**src/hdl/priority_queue_array_unit_assert.svh**
```systemverilog
// Assertion macros used by the priority queue top level.
// Both macros expect signals named clock and reset in the scope where they are used.
`ifndef PRIORITY_QUEUE_ARRAY_UNIT_ASSERT_SVH
`define PRIORITY_QUEUE_ARRAY_UNIT_ASSERT_SVH

// The consequent must hold in the same cycle as the antecedent.
`define PQA_ASSERT_IMP(lbl, ante, cons, msg) \
   lbl: assert property (@(posedge clock) disable iff (reset) (ante) |-> (cons)) \
      else $error(msg);

// The consequent must hold in the cycle after the antecedent.
`define PQA_ASSERT_NXT(lbl, ante, cons, msg) \
   lbl: assert property (@(posedge clock) disable iff (reset) (ante) |=> (cons)) \
      else $error(msg);

`endif

```
**src/hdl/pqa_pkg.sv**
```systemverilog
// Package for the priority queue: sizes, request and status codes, scan structs.
// It has no dependencies. Every RTL file of the block uses it.
`timescale 1ns / 1ps

package pqa_pkg;

   localparam int DEPTH      = 8;
   localparam int PRIO_WIDTH = 8;
   localparam int ITEM_W     = 32;
   localparam int IDX_W      = $clog2(DEPTH);
   localparam int CNT_W      = $clog2(DEPTH + 1);

   localparam logic [1:0] REQ_INSERT = 2'd0;
   localparam logic [1:0] REQ_REMOVE = 2'd1;
   localparam logic [1:0] REQ_PEEK   = 2'd2;

   localparam logic [1:0] STAT_OK        = 2'd0;
   localparam logic [1:0] STAT_OVERFLOW  = 2'd1;
   localparam logic [1:0] STAT_UNDERFLOW = 2'd2;

   // One slot presented to the shared comparator.
   typedef struct packed {
      logic                  step;
      logic                  slot_valid;
      logic [PRIO_WIDTH-1:0] prio;
      logic [IDX_W-1:0]      idx;
   } scan_step_type;

   // Running outcome of a scan.
   typedef struct packed {
      logic             found;
      logic [IDX_W-1:0] idx;
   } scan_result_type;

endpackage

```
**src/hdl/pqa_slot_store.sv**
```systemverilog
// Slot storage of the priority queue: item and priority memories, one read port.
// Depends on pqa_pkg.
`timescale 1ns / 1ps

module pqa_slot_store (
   input  logic                               clock,
   input  logic                               wr_en,
   input  logic [pqa_pkg::IDX_W-1:0]          wr_addr,
   input  logic [pqa_pkg::ITEM_W-1:0]         wr_item,
   input  logic [pqa_pkg::PRIO_WIDTH-1:0]     wr_prio,
   input  logic [pqa_pkg::IDX_W-1:0]          rd_addr,
   output logic [pqa_pkg::ITEM_W-1:0]         rd_item,
   output logic [pqa_pkg::PRIO_WIDTH-1:0]     rd_prio
);

   logic [pqa_pkg::ITEM_W-1:0]     item_mem_ff [pqa_pkg::DEPTH];
   logic [pqa_pkg::PRIO_WIDTH-1:0] prio_mem_ff [pqa_pkg::DEPTH];
   logic [pqa_pkg::ITEM_W-1:0]     rd_item_ff;
   logic [pqa_pkg::PRIO_WIDTH-1:0] rd_prio_ff;

   always_ff @(posedge clock) begin
      if (wr_en) begin
         item_mem_ff[wr_addr] <= wr_item;
         prio_mem_ff[wr_addr] <= wr_prio;
      end
   end

   // Registered read; the address is held while the data is needed.
   always_ff @(posedge clock) begin
      rd_item_ff <= item_mem_ff[rd_addr];
      rd_prio_ff <= prio_mem_ff[rd_addr];
   end

   assign rd_item = rd_item_ff;
   assign rd_prio = rd_prio_ff;

endmodule

```
**src/hdl/pqa_scan_unit.sv**
```systemverilog
// Shared comparator of the priority queue: looks at one slot per cycle and keeps
// the first free slot or the highest-priority valid slot. Depends on pqa_pkg.
`timescale 1ns / 1ps

module pqa_scan_unit (
   input  logic                     clock,
   input  logic                     reset,
   input  logic                     clear,
   input  logic                     find_free,
   input  pqa_pkg::scan_step_type   slot,
   output pqa_pkg::scan_result_type result
);

   logic                           found_ff;
   logic                           found_in;
   logic [pqa_pkg::IDX_W-1:0]      best_idx_ff;
   logic [pqa_pkg::IDX_W-1:0]      best_idx_in;
   logic [pqa_pkg::PRIO_WIDTH-1:0] best_prio_ff;
   logic [pqa_pkg::PRIO_WIDTH-1:0] best_prio_in;
   logic                           take;

   // A strict greater-than keeps the lowest slot on equal priorities.
   always_comb begin
      if (find_free) begin
         take = !slot.slot_valid && !found_ff;
      end else begin
         take = slot.slot_valid && (!found_ff || (slot.prio > best_prio_ff));
      end
   end

   always_comb begin
      found_in     = found_ff;
      best_idx_in  = best_idx_ff;
      best_prio_in = best_prio_ff;
      if (clear) begin
         found_in = 1'b0;
      end else if (slot.step && take) begin
         found_in     = 1'b1;
         best_idx_in  = slot.idx;
         best_prio_in = slot.prio;
      end
   end

   always_ff @(posedge clock) begin
      if (reset) begin
         found_ff <= 1'b0;
      end else begin
         found_ff <= found_in;
      end
      best_idx_ff  <= best_idx_in;
      best_prio_ff <= best_prio_in;
   end

   assign result.found = found_ff;
   assign result.idx   = best_idx_ff;

endmodule

```
**src/hdl/priority_queue_array_unit.sv**
```systemverilog
// Top level of the fixed-slot priority queue: sequencer, slot valid bits, count
// and result register. Depends on pqa_pkg, pqa_slot_store, pqa_scan_unit and
// priority_queue_array_unit_assert.svh.
//
//   Channel   Direction  Handshake             Payload
//   req       in         req_valid/req_stall   req_type, req_priority_req, req_item_in
//   rsp       out        rsp_valid/rsp_stall   rsp_item_out, rsp_status, rsp_occupancy
//
// In every transaction, one shared comparator visits the slots one per cycle through
// the single registered read port of the slot memory, then a drain state lets that
// read reach the comparator, a fetch state reads the winning item and a done state
// writes the result register and the slot state.
// Reset is synchronous and clears the valid bits, the count and both handshakes.
// A stalled result waits in its register; the next request is taken meanwhile and
// is held at its final step until the register frees up.
`timescale 1ns / 1ps
`include "priority_queue_array_unit_assert.svh"

module priority_queue_array_unit (
   input  logic                              clock,
   input  logic                              reset,
   input  logic                              req_valid,
   output logic                              req_stall,
   input  logic [1:0]                        req_type,
   input  logic [7:0]                        req_priority_req,
   input  logic signed [31:0]                req_item_in,
   output logic                              rsp_valid,
   input  logic                              rsp_stall,
   output logic signed [31:0]                rsp_item_out,
   output logic [1:0]                        rsp_status,
   output logic [3:0]                        rsp_occupancy
);

   // Scan, then a drain state to let the last slot read reach the comparator, then the
   // item read, then the result is committed.
   typedef enum logic [2:0] {
      S_IDLE,
      S_SCAN,
      S_DRAIN,
      S_FETCH,
      S_DONE
   } state_type;

   localparam int IDX_W  = pqa_pkg::IDX_W;
   localparam int CNT_W  = pqa_pkg::CNT_W;
   localparam int PRIO_W = pqa_pkg::PRIO_WIDTH;

   state_type                  state_ff, state_in;
   logic [1:0]                 req_type_ff, req_type_in;
   logic [PRIO_W-1:0]          prio_ff, prio_in;
   logic [31:0]                item_ff, item_in;
   logic [IDX_W-1:0]           idx_ff, idx_in;
   logic                       pipe_vld_ff, pipe_vld_in;
   logic [IDX_W-1:0]           pipe_idx_ff, pipe_idx_in;
   logic                       pipe_slot_ff, pipe_slot_in;
   logic [pqa_pkg::DEPTH-1:0]  slot_valid_ff, slot_valid_in;
   logic [CNT_W-1:0]           count_ff, count_in;
   logic                       rsp_valid_ff, rsp_valid_in;
   logic [31:0]                rsp_item_ff, rsp_item_in;
   logic [1:0]                 rsp_status_ff, rsp_status_in;
   logic [3:0]                 rsp_occ_ff, rsp_occ_in;

   logic [PRIO_W+7:0]          prio_ext;
   logic [CNT_W+3:0]           occ_ext;
   logic                       scan_clear;
   logic                       load_rsp;
   logic                       wr_en;
   logic [IDX_W-1:0]           rd_addr;
   logic [31:0]                rd_item;
   logic [PRIO_W-1:0]          rd_prio;
   pqa_pkg::scan_step_type     scan_step;
   pqa_pkg::scan_result_type   scan_res;

   // Only the low PRIO_WIDTH bits of the requested priority are kept.
   assign prio_ext = {{PRIO_W{1'b0}}, req_priority_req};

   // During the scan the memory is read at the scan counter; afterwards it is held
   // at the winning slot so that the item stays put while the result waits.
   assign rd_addr = ((state_ff == S_FETCH) || (state_ff == S_DONE)) ? scan_res.idx : idx_ff;

   assign scan_step.step       = pipe_vld_ff;
   assign scan_step.slot_valid = pipe_slot_ff;
   assign scan_step.prio       = rd_prio;
   assign scan_step.idx        = pipe_idx_ff;

   pqa_slot_store u_store (
      .clock   (clock),
      .wr_en   (wr_en),
      .wr_addr (scan_res.idx),
      .wr_item (item_ff),
      .wr_prio (prio_ff),
      .rd_addr (rd_addr),
      .rd_item (rd_item),
      .rd_prio (rd_prio)
   );

   pqa_scan_unit u_scan (
      .clock     (clock),
      .reset     (reset),
      .clear     (scan_clear),
      .find_free (req_type_ff == pqa_pkg::REQ_INSERT),
      .slot      (scan_step),
      .result    (scan_res)
   );

   always_comb begin
      state_in      = state_ff;
      req_type_in   = req_type_ff;
      prio_in       = prio_ff;
      item_in       = item_ff;
      idx_in        = idx_ff;
      pipe_vld_in   = 1'b0;
      pipe_idx_in   = pipe_idx_ff;
      pipe_slot_in  = pipe_slot_ff;
      slot_valid_in = slot_valid_ff;
      count_in      = count_ff;
      rsp_valid_in  = rsp_valid_ff && rsp_stall;
      rsp_item_in   = rsp_item_ff;
      rsp_status_in = rsp_status_ff;
      scan_clear    = 1'b0;
      load_rsp      = 1'b0;
      wr_en         = 1'b0;

      case (state_ff)
         S_IDLE: begin
            if (req_valid) begin
               req_type_in = req_type;
               prio_in     = prio_ext[PRIO_W-1:0];
               item_in     = req_item_in;
               idx_in      = '0;
               scan_clear  = 1'b1;
               state_in    = S_SCAN;
            end
         end
         S_SCAN: begin
            pipe_vld_in  = 1'b1;
            pipe_idx_in  = idx_ff;
            pipe_slot_in = slot_valid_ff[idx_ff];
            idx_in       = idx_ff + IDX_W'(1);
            if (idx_ff == IDX_W'(pqa_pkg::DEPTH - 1)) begin
               state_in = S_DRAIN;
            end
         end
         S_DRAIN: begin
            state_in = S_FETCH;
         end
         S_FETCH: begin
            state_in = S_DONE;
         end
         S_DONE: begin
            if (!rsp_valid_ff || !rsp_stall) begin
               load_rsp      = 1'b1;
               rsp_valid_in  = 1'b1;
               rsp_item_in   = '0;
               rsp_status_in = pqa_pkg::STAT_OK;
               state_in      = S_IDLE;
               case (req_type_ff)
                  pqa_pkg::REQ_INSERT: begin
                     if (scan_res.found) begin
                        wr_en                       = 1'b1;
                        slot_valid_in[scan_res.idx] = 1'b1;
                        count_in                    = count_ff + CNT_W'(1);
                     end else begin
                        rsp_status_in = pqa_pkg::STAT_OVERFLOW;
                     end
                  end
                  pqa_pkg::REQ_REMOVE: begin
                     if (scan_res.found) begin
                        rsp_item_in                 = rd_item;
                        slot_valid_in[scan_res.idx] = 1'b0;
                        count_in                    = count_ff - CNT_W'(1);
                     end else begin
                        rsp_status_in = pqa_pkg::STAT_UNDERFLOW;
                     end
                  end
                  pqa_pkg::REQ_PEEK: begin
                     if (scan_res.found) begin
                        rsp_item_in = rd_item;
                     end else begin
                        rsp_status_in = pqa_pkg::STAT_UNDERFLOW;
                     end
                  end
                  default: begin
                     // An unknown request leaves the queue alone and reports ok.
                     rsp_status_in = pqa_pkg::STAT_OK;
                  end
               endcase
            end
         end
         default: begin
            state_in = S_IDLE;
         end
      endcase
   end

   // Occupancy is the count taken modulo 16.
   assign occ_ext    = {4'b0000, count_in};
   assign rsp_occ_in = load_rsp ? occ_ext[3:0] : rsp_occ_ff;

   always_ff @(posedge clock) begin
      if (reset) begin
         state_ff      <= S_IDLE;
         pipe_vld_ff   <= 1'b0;
         slot_valid_ff <= '0;
         count_ff      <= '0;
         rsp_valid_ff  <= 1'b0;
      end else begin
         state_ff      <= state_in;
         pipe_vld_ff   <= pipe_vld_in;
         slot_valid_ff <= slot_valid_in;
         count_ff      <= count_in;
         rsp_valid_ff  <= rsp_valid_in;
      end
      req_type_ff   <= req_type_in;
      prio_ff       <= prio_in;
      item_ff       <= item_in;
      idx_ff        <= idx_in;
      pipe_idx_ff   <= pipe_idx_in;
      pipe_slot_ff  <= pipe_slot_in;
      rsp_item_ff   <= rsp_item_in;
      rsp_status_ff <= rsp_status_in;
      rsp_occ_ff    <= rsp_occ_in;
   end

   assign req_stall     = (state_ff != S_IDLE);
   assign rsp_valid     = rsp_valid_ff;
   assign rsp_item_out  = rsp_item_ff;
   assign rsp_status    = rsp_status_ff;
   assign rsp_occupancy = rsp_occ_ff;

   `PQA_ASSERT_IMP(a_count_tracks_valid, 1'b1,
      (int'(count_ff) == $countones(slot_valid_ff)),
      "stored count disagrees with the slot valid bits")
   `PQA_ASSERT_IMP(a_overflow_only_full,
      (load_rsp && (rsp_status_in == pqa_pkg::STAT_OVERFLOW)),
      (count_ff == CNT_W'(pqa_pkg::DEPTH)),
      "overflow reported while a slot was free")
   `PQA_ASSERT_IMP(a_underflow_only_empty,
      (load_rsp && (rsp_status_in == pqa_pkg::STAT_UNDERFLOW)),
      (count_ff == '0),
      "underflow reported while the queue held items")
   `PQA_ASSERT_NXT(a_remove_drops_one,
      (load_rsp && (req_type_ff == pqa_pkg::REQ_REMOVE) && scan_res.found),
      (count_ff == ($past(count_ff) - CNT_W'(1))),
      "a successful remove did not lower the count by one")

endmodule

```
**config.mk**
```make
export PLATFORM = sky130hd
export DESIGN_NAME = priority_queue_array_unit
export DESIGN_NICKNAME = d
export VERILOG_FILES = /design/src/hdl/pqa_pkg.sv /design/src/hdl/pqa_slot_store.sv /design/src/hdl/pqa_scan_unit.sv /design/src/hdl/priority_queue_array_unit.sv
export VERILOG_INCLUDE_DIRS = /design/src /design/src/hdl
export SDC_FILE = /design/constraint.sdc
export NUM_CORES = 1
export LEC_CHECK = 0
export BUFFER_PORTS_ARGS = -buffer_cell sky130_fd_sc_hd__buf_4
export CAP_MARGIN = 20
export CELL_PAD_IN_SITES_DETAIL_PLACEMENT = 1
export CELL_PAD_IN_SITES_GLOBAL_PLACEMENT = 1
export CORE_ASPECT_RATIO = 0.75
export CORE_MARGIN = 1.5
export CORE_UTILIZATION = 45
export CTS_BUF_LIST = sky130_fd_sc_hd__clkbuf_16
export DETAILED_ROUTE_END_ITERATION = 16
export PLACE_DENSITY_LB_ADDON = 0.3
export SYNTH_ARGS = -nofsm -noshare
export SYNTH_HDL_FRONTEND = slang
export SYNTH_SLANG_ARGS = --single-unit
```
**constraint.sdc**
```tcl
create_clock -name clock -period 7.6 [get_ports clock]
set_clock_uncertainty 0.1 [all_clocks]
set_input_delay 1.52 -clock clock [delete_from_list [all_inputs] [get_ports clock]]
set_output_delay 1.52 -clock clock [all_outputs]
set_load 0.05 [all_outputs]
```
**After elaboration in Yosys (flattened, before gate mapping)**

Memories as Yosys holds them, arrays and structs flattened. A register that Yosys moved wholly into a read port is not among the register bits.
Index checks and enable logic that the tools add are counted.
Widths: inputs -> output; s select.

- Magnitude comparators: 4
- Bitwise logic cells: 4
- Muxes and demuxes: 36
- Eq/ne operators: 12
- Add/subtract/negate cells: 3
- Reductions and logical operators: 26

Operators with widths:

| operator | number |
|---|---|
| $mux 1 | 17 |
| $mux 4 | 4 |
| $mux 8 | 2 |
| $pmux 8 s2 | 1 |
| $mux 3 | 5 |
| $pmux 3 s5 | 1 |
| $reduce_and 2->1 | 5 |
| $and 8x8->8 | 1 |
| $gt 8x8->1 | 1 |
| $lt 3x4->1 const B | 2 |
| $not 8->8 | 1 |
| $or 8x8->8 | 1 |
| $pmux 4 s2 | 1 |
| $eq 3x2->1 const B | 2 |
| $eq 3x3->1 const B | 2 |
| $ne 2x2->1 const B | 3 |
| $pmux 3 s2 | 1 |
| $logic_and 1x1->1 | 5 |
| $reduce_and 5->1 | 1 |
| $add 4x1->4 const B | 1 |
| $logic_not 1->1 | 4 |
| $ne 2x1->1 const B | 2 |
| $pmux 2 s2 | 1 |
| $reduce_bool 2->1 | 2 |
| 16 further kinds | 19 |

- Register bits: 116
- Bits in writable memories: 320
- Input bits: 46
- Output and inout port bits: 40
- Word-level logic and storage cells: 104
- Memories: 2

Memory list:

| name | words | bits a word | rd ports | clocked after Yosys merged registers in | write ports | line | source |
|---|---|---|---|---|---|---|---|
| u_store.item_mem_ff | 8 | 32 | 1 | 1 | 1 | pqa_slot_store.sv:16 | `logic [pqa_pkg::ITEM_W-1:0] item_mem_ff [pqa_pkg::DEPTH];` |
| u_store.prio_mem_ff | 8 | 8 | 1 | 1 | 1 | pqa_slot_store.sv:17 | `logic [pqa_pkg::PRIO_WIDTH-1:0] prio_mem_ff [pqa_pkg::DEPTH];` |

**Depth between registers and ports, before layout**

- Depth in word-level cells: 8
- Mapped depth: 10
- Gate-level depth less buffers: 8

**Hierarchy**

From an unflattened synthesis, not the netlist that was laid out.

- Cells, all modules: 831
- Area total of the unflattened synthesis: 17779.6 sq um

By module, submodules not included:

| module | seq. area each (sq um) | instances | cells an instance | area an instance (sq um) |
|---|---|---|---|---|
| pqa_slot_store | 10410.0 | 1 | 515 | 13171.4 |
| priority_queue_array_unit | 2952.8 | 1 | 269 | 3997.6 |
| pqa_scan_unit | 350.3 | 1 | 47 | 610.6 |

**Least setup slack after synthesis**

OpenSTA, ideal clock, no wires.

- Kind: input -> register
- Start: input rsp_stall
- End: memory u_store.item_mem_ff[3][0] (netlist name), enable pin
- Path buffers: 1
- Stages on the path: 5
- Library setup time: 487 ps
- Required time: 7013 ps
- Arrival time: 5160 ps
- Setup slack: 1853 ps
- Cells stage by stage: nand2_1 -> and3_1 -> buf_6 -> nand3_1 -> nor3_1

- Word-level cells in the longest chain between the ends: 6

Ends and longest elaborated chain:

| element | line | source |
|---|---|---|
| from (decl) | priority_queue_array_unit.sv:28 | `input logic rsp_stall,` |
| $logic_not 1->1 | priority_queue_array_unit.sv:151 | `if (!rsp_valid_ff \|\| !rsp_stall) begin` |
| $logic_or 1x1->1 | priority_queue_array_unit.sv:151 |  |
| $mux 1 | priority_queue_array_unit.sv:151 |  |
| $mux 1 | priority_queue_array_unit.sv:124 | `case (state_ff)` |
| $mux 1 | pqa_slot_store.sv:22 | `if (wr_en) begin` |
| $mux 1 (not written as such) | pqa_slot_store.sv:23 | `item_mem_ff[wr_addr] <= wr_item;` |
| to (decl) | pqa_slot_store.sv:16 |  |

Every way passes these cells.

**Worst setup path after layout**

- Start: input rsp_stall
- End: memory u_store.item_mem_ff[6][1] (netlist name), enable pin

The elaborated chain is that of the path after synthesis.

==> results.md <==
- Area of the multi-input gates: 4130 µm²
- GRT Util Overall: 18.2%
- 1st-iter DRT viols: 502
- Via count: 8794
- CTS max path bufs: 3
- WHS: 0.320 ns
- Post-CTS setup buffer count: 0
- Worst-path fanout max: 46
- Count leader, synth: edfxtp_1
- Vias in the first global route: 9486
- Top cell type's share of synthesized area: 69.2%
- Post-route DRC violation count: 0
- First-pass GRT wire length: 57.4 mm
- Share of layout cells above drive strength 1: about a fifth
- Top sig layer: met4
- Synth area leader: edfxtp_1
- Met2 WL post-DR: 17.9 mm
- Most frequent CP cell: buf_4
- Post-Synth Adder-Cell Area: 1.03%
- Outcome: finished, final reports clean
- Clk_lat worst skew: 0.57 ns
- Die Wd: 235 µm
- Mux cell area share after synthesis: 16.1%
- Clk slew on worst S/H paths: ~0.06 ns
- Critical Path, Cell by Cell: buf_4, nand2_1, and3_2, buf_4, nand3_1, nor2b_4, buf_4
- Initial antenna violation count: 0
- Root buf cell: clkbuf_16
- Main combinational cell family by area after synthesis: multiplexers
- Synth Area in Compound Gates: 1.68%
- Routed len/inst: 22.4 µm
- # nets final: 1162
- Post-synth ARST share: 0%
- XOR/XNOR Fraction of Synth Area: less than 1%
- Max-cap violations: 0
- Worst EP required: 7.72 ns
- Syn Nets: 1059
- Post-synthesis cell count: 998
- Primary FF master, synth: edfxtp_1
- Commonest cells post-synth: 418 x edfxtp_1, 241 x mux2i_1, 58 x dfxtp_1, 42 x mux2_2, 35 x and3_1
- Clk sinks: 476
- Die H: approximately 180 µm
- Final ANT Viol Nets: 0
- Rows: 63
- EDFF count, synth: 418
- Hold Fails Final Rpt: 0
- Worst Path Buf+Inv: 3
- Post-route setup slack: around 3.2 ns
- DP Area: ~19000 µm²
- Worst slew pin tran: 1.14 ns
- Pin count of the biggest net entering global routing: 148
- Post-Synth Simple-Gate Area: 3.26%
- Setup Slack @ Placement: roughly 2.6 ns
- Syn avg cell area: 18.2 µm²
- Seq/Total Area, Yosys: 75.5%
- Synth unique cells: 45
- Dpl hpwl: 21.6 mm
- Area contributors post-synth: edfxtp_1 69%, mux2i_1 13%, dfxtp_1 6.4%, mux2_2 2.6%, and3_1 1.2%
- Inserted Diodes: 0
- Placed Cells: 1573
- WL met1: about 18 mm
- Post_cts resized: 0
- Hold Path Class: register to register
- Met3 WL: 1.12 mm
- Fillers: 3606
- Sequential cell area: 13700 µm²
- Syn. warnings: 0
- Fin crit period: between 4 and 5 ns
- Core area: 39600 µm²
- Final Instance Count excl. Fillers: 1657
- Hold buffer count at CTS: 0
- Total gr overflow: 0
- Final Util: 52.5%
- Worst EP arrival: 4.48 ns
- P_leak: between 8 and 9 nW
- Buffers on Ports: between 80 and 90
- DRT Wirelength: 37.2 mm
- CTS H-tree depth: 2
- Post-layout total power: 5.63 mW
- Worst rel slew slack: 24.1%
- Biggest cell delay along the critical path: slightly above 0.8 ns
- I/O pin count: 86
- CTS tree: done
- Pwr per Cell Area: 270 nW/µm²
- Startpoint Class: input port
- Critical path class: input port to register
- Max-slew violations: 0
- Setup tns final: 0 ns
- Die area: 41600 µm²
- Critical path's slowest cell: nor2b_4
- Inserted Clock Buffers: 46
- Final setup fails: 0
- Peak supply drop: 0.169 mV
- Crit end category: register
- Fin crit share: 57.5%
- Area delta synth->final: 14.7%
- GPL Wtd Cong: ~0.73
- Post-route cell area: 20800 µm²
- Fmax: 229 MHz
- Initial Util: 45.8%
- Delay-heaviest family, CP: simple AND/OR/NAND/NOR gates
- Synth Register Bits: ~480
- RSZ-0062 raised after global routing: false
- Via-per-instance ratio: 5.31
- Drt pass-1 iters: 6
- Post-Syn Area: 18200 µm²
-- worst paths after layout --
check / from / to / slack [ns] / cells past startpoint
hold / removal: pipe_idx_ff[0]$_DFFE_PP_ / u_scan.best_idx_ff[0]$_DFFE_PP_ / 0.32 / 0
setup / recovery: rsp_stall / u_store.item_mem_ff[6][1]$_DFFE_PP_ / 3.23 / 7
hold reg to reg: pipe_idx_ff[0]$_DFFE_PP_ / u_scan.best_idx_ff[0]$_DFFE_PP_ / 0.32 / 0
setup reg to reg: state_ff[2]$_SDFFE_PP0P_ / u_store.item_mem_ff[6][1]$_DFFE_PP_ / 3.57 / 5
-- layer usage --
metal	up-vias	global-route usage [%]
met3	45	2.93
met5	-	0
met2	147	30.1
met4	0	4.49
li1	4070	-
met1	4532	25.4
-- power by group --
part | switching [mW] | internal [mW]
logic | 0.224 | 0.205
clock network | 0.970 | 1.25
registers | 0.0616 | 2.92
total | 1.26 | 4.37
-- final cells by class --
| type | instances | area share [%] |
|---|---|---|
| timing repair buffer | 102 | 3.74 |
| clock inverter | 38 | 1.51 |
| multi-input combinational | 454 | 19.8 |
| inverter | 21 | 0.379 |
| tap | 520 | 3.13 |
| clock buffer | 46 | 5.53 |
| sequential | 476 | 65.9 |
-- cell families (layout without fill, tap and decap cells) --
kind of cell / Yosys count / count (layout)
flip-flops: 476 / 476
adder cells (fa/ha/maj): 15 / 15
buffers and inverters: 68 / 207
AND/OR/NAND/NOR: 105 / 105
XOR/XNOR: 2 / 2
AO/OA/AOI/OAI: 47 / 47
multiplexers: 285 / 285
-- worst register-to-register path: cells and delay by family, from the launching register on --
family,cells,cell delay [ns]
simple gates,3,1.84
flops,1,0.71
buf+inv,2,1.03
-- flip-flops by register name (all words and copies together) (netlist names), 4 cells and up, named ones only --
name / cells
count_ff: 4
item_ff: 32
prio_ff: 8
rsp_item_out: 32
rsp_occupancy: 4
u_scan.best_prio_ff: 8
u_store.item_mem_ff: 256
u_store.prio_mem_ff: 64
u_store.rd_item: 32
u_store.rd_prio: 8
-- layout by cell type (no fill, tap or decap), drive strengths merged, types with 2 or more instances in the layout --
cell type    n
edfxtp     418
mux2i      241
buf        102
dfxtp       58
clkbuf      46
mux2        42
inv         36
and3        35
clkinv      18
nor2        17
ha          15
a21oi       13
nand2       12
nor2b       10
a211oi       9
o21ai        9
nand3        7
nor3         7
nor3b        5
bufinv       4
and2         4
o22ai        3
o311ai       3
a21o         3
xnor2        2
nand4        2
mux4         2
Note: power is estimated with default switching activity, not from simulation.
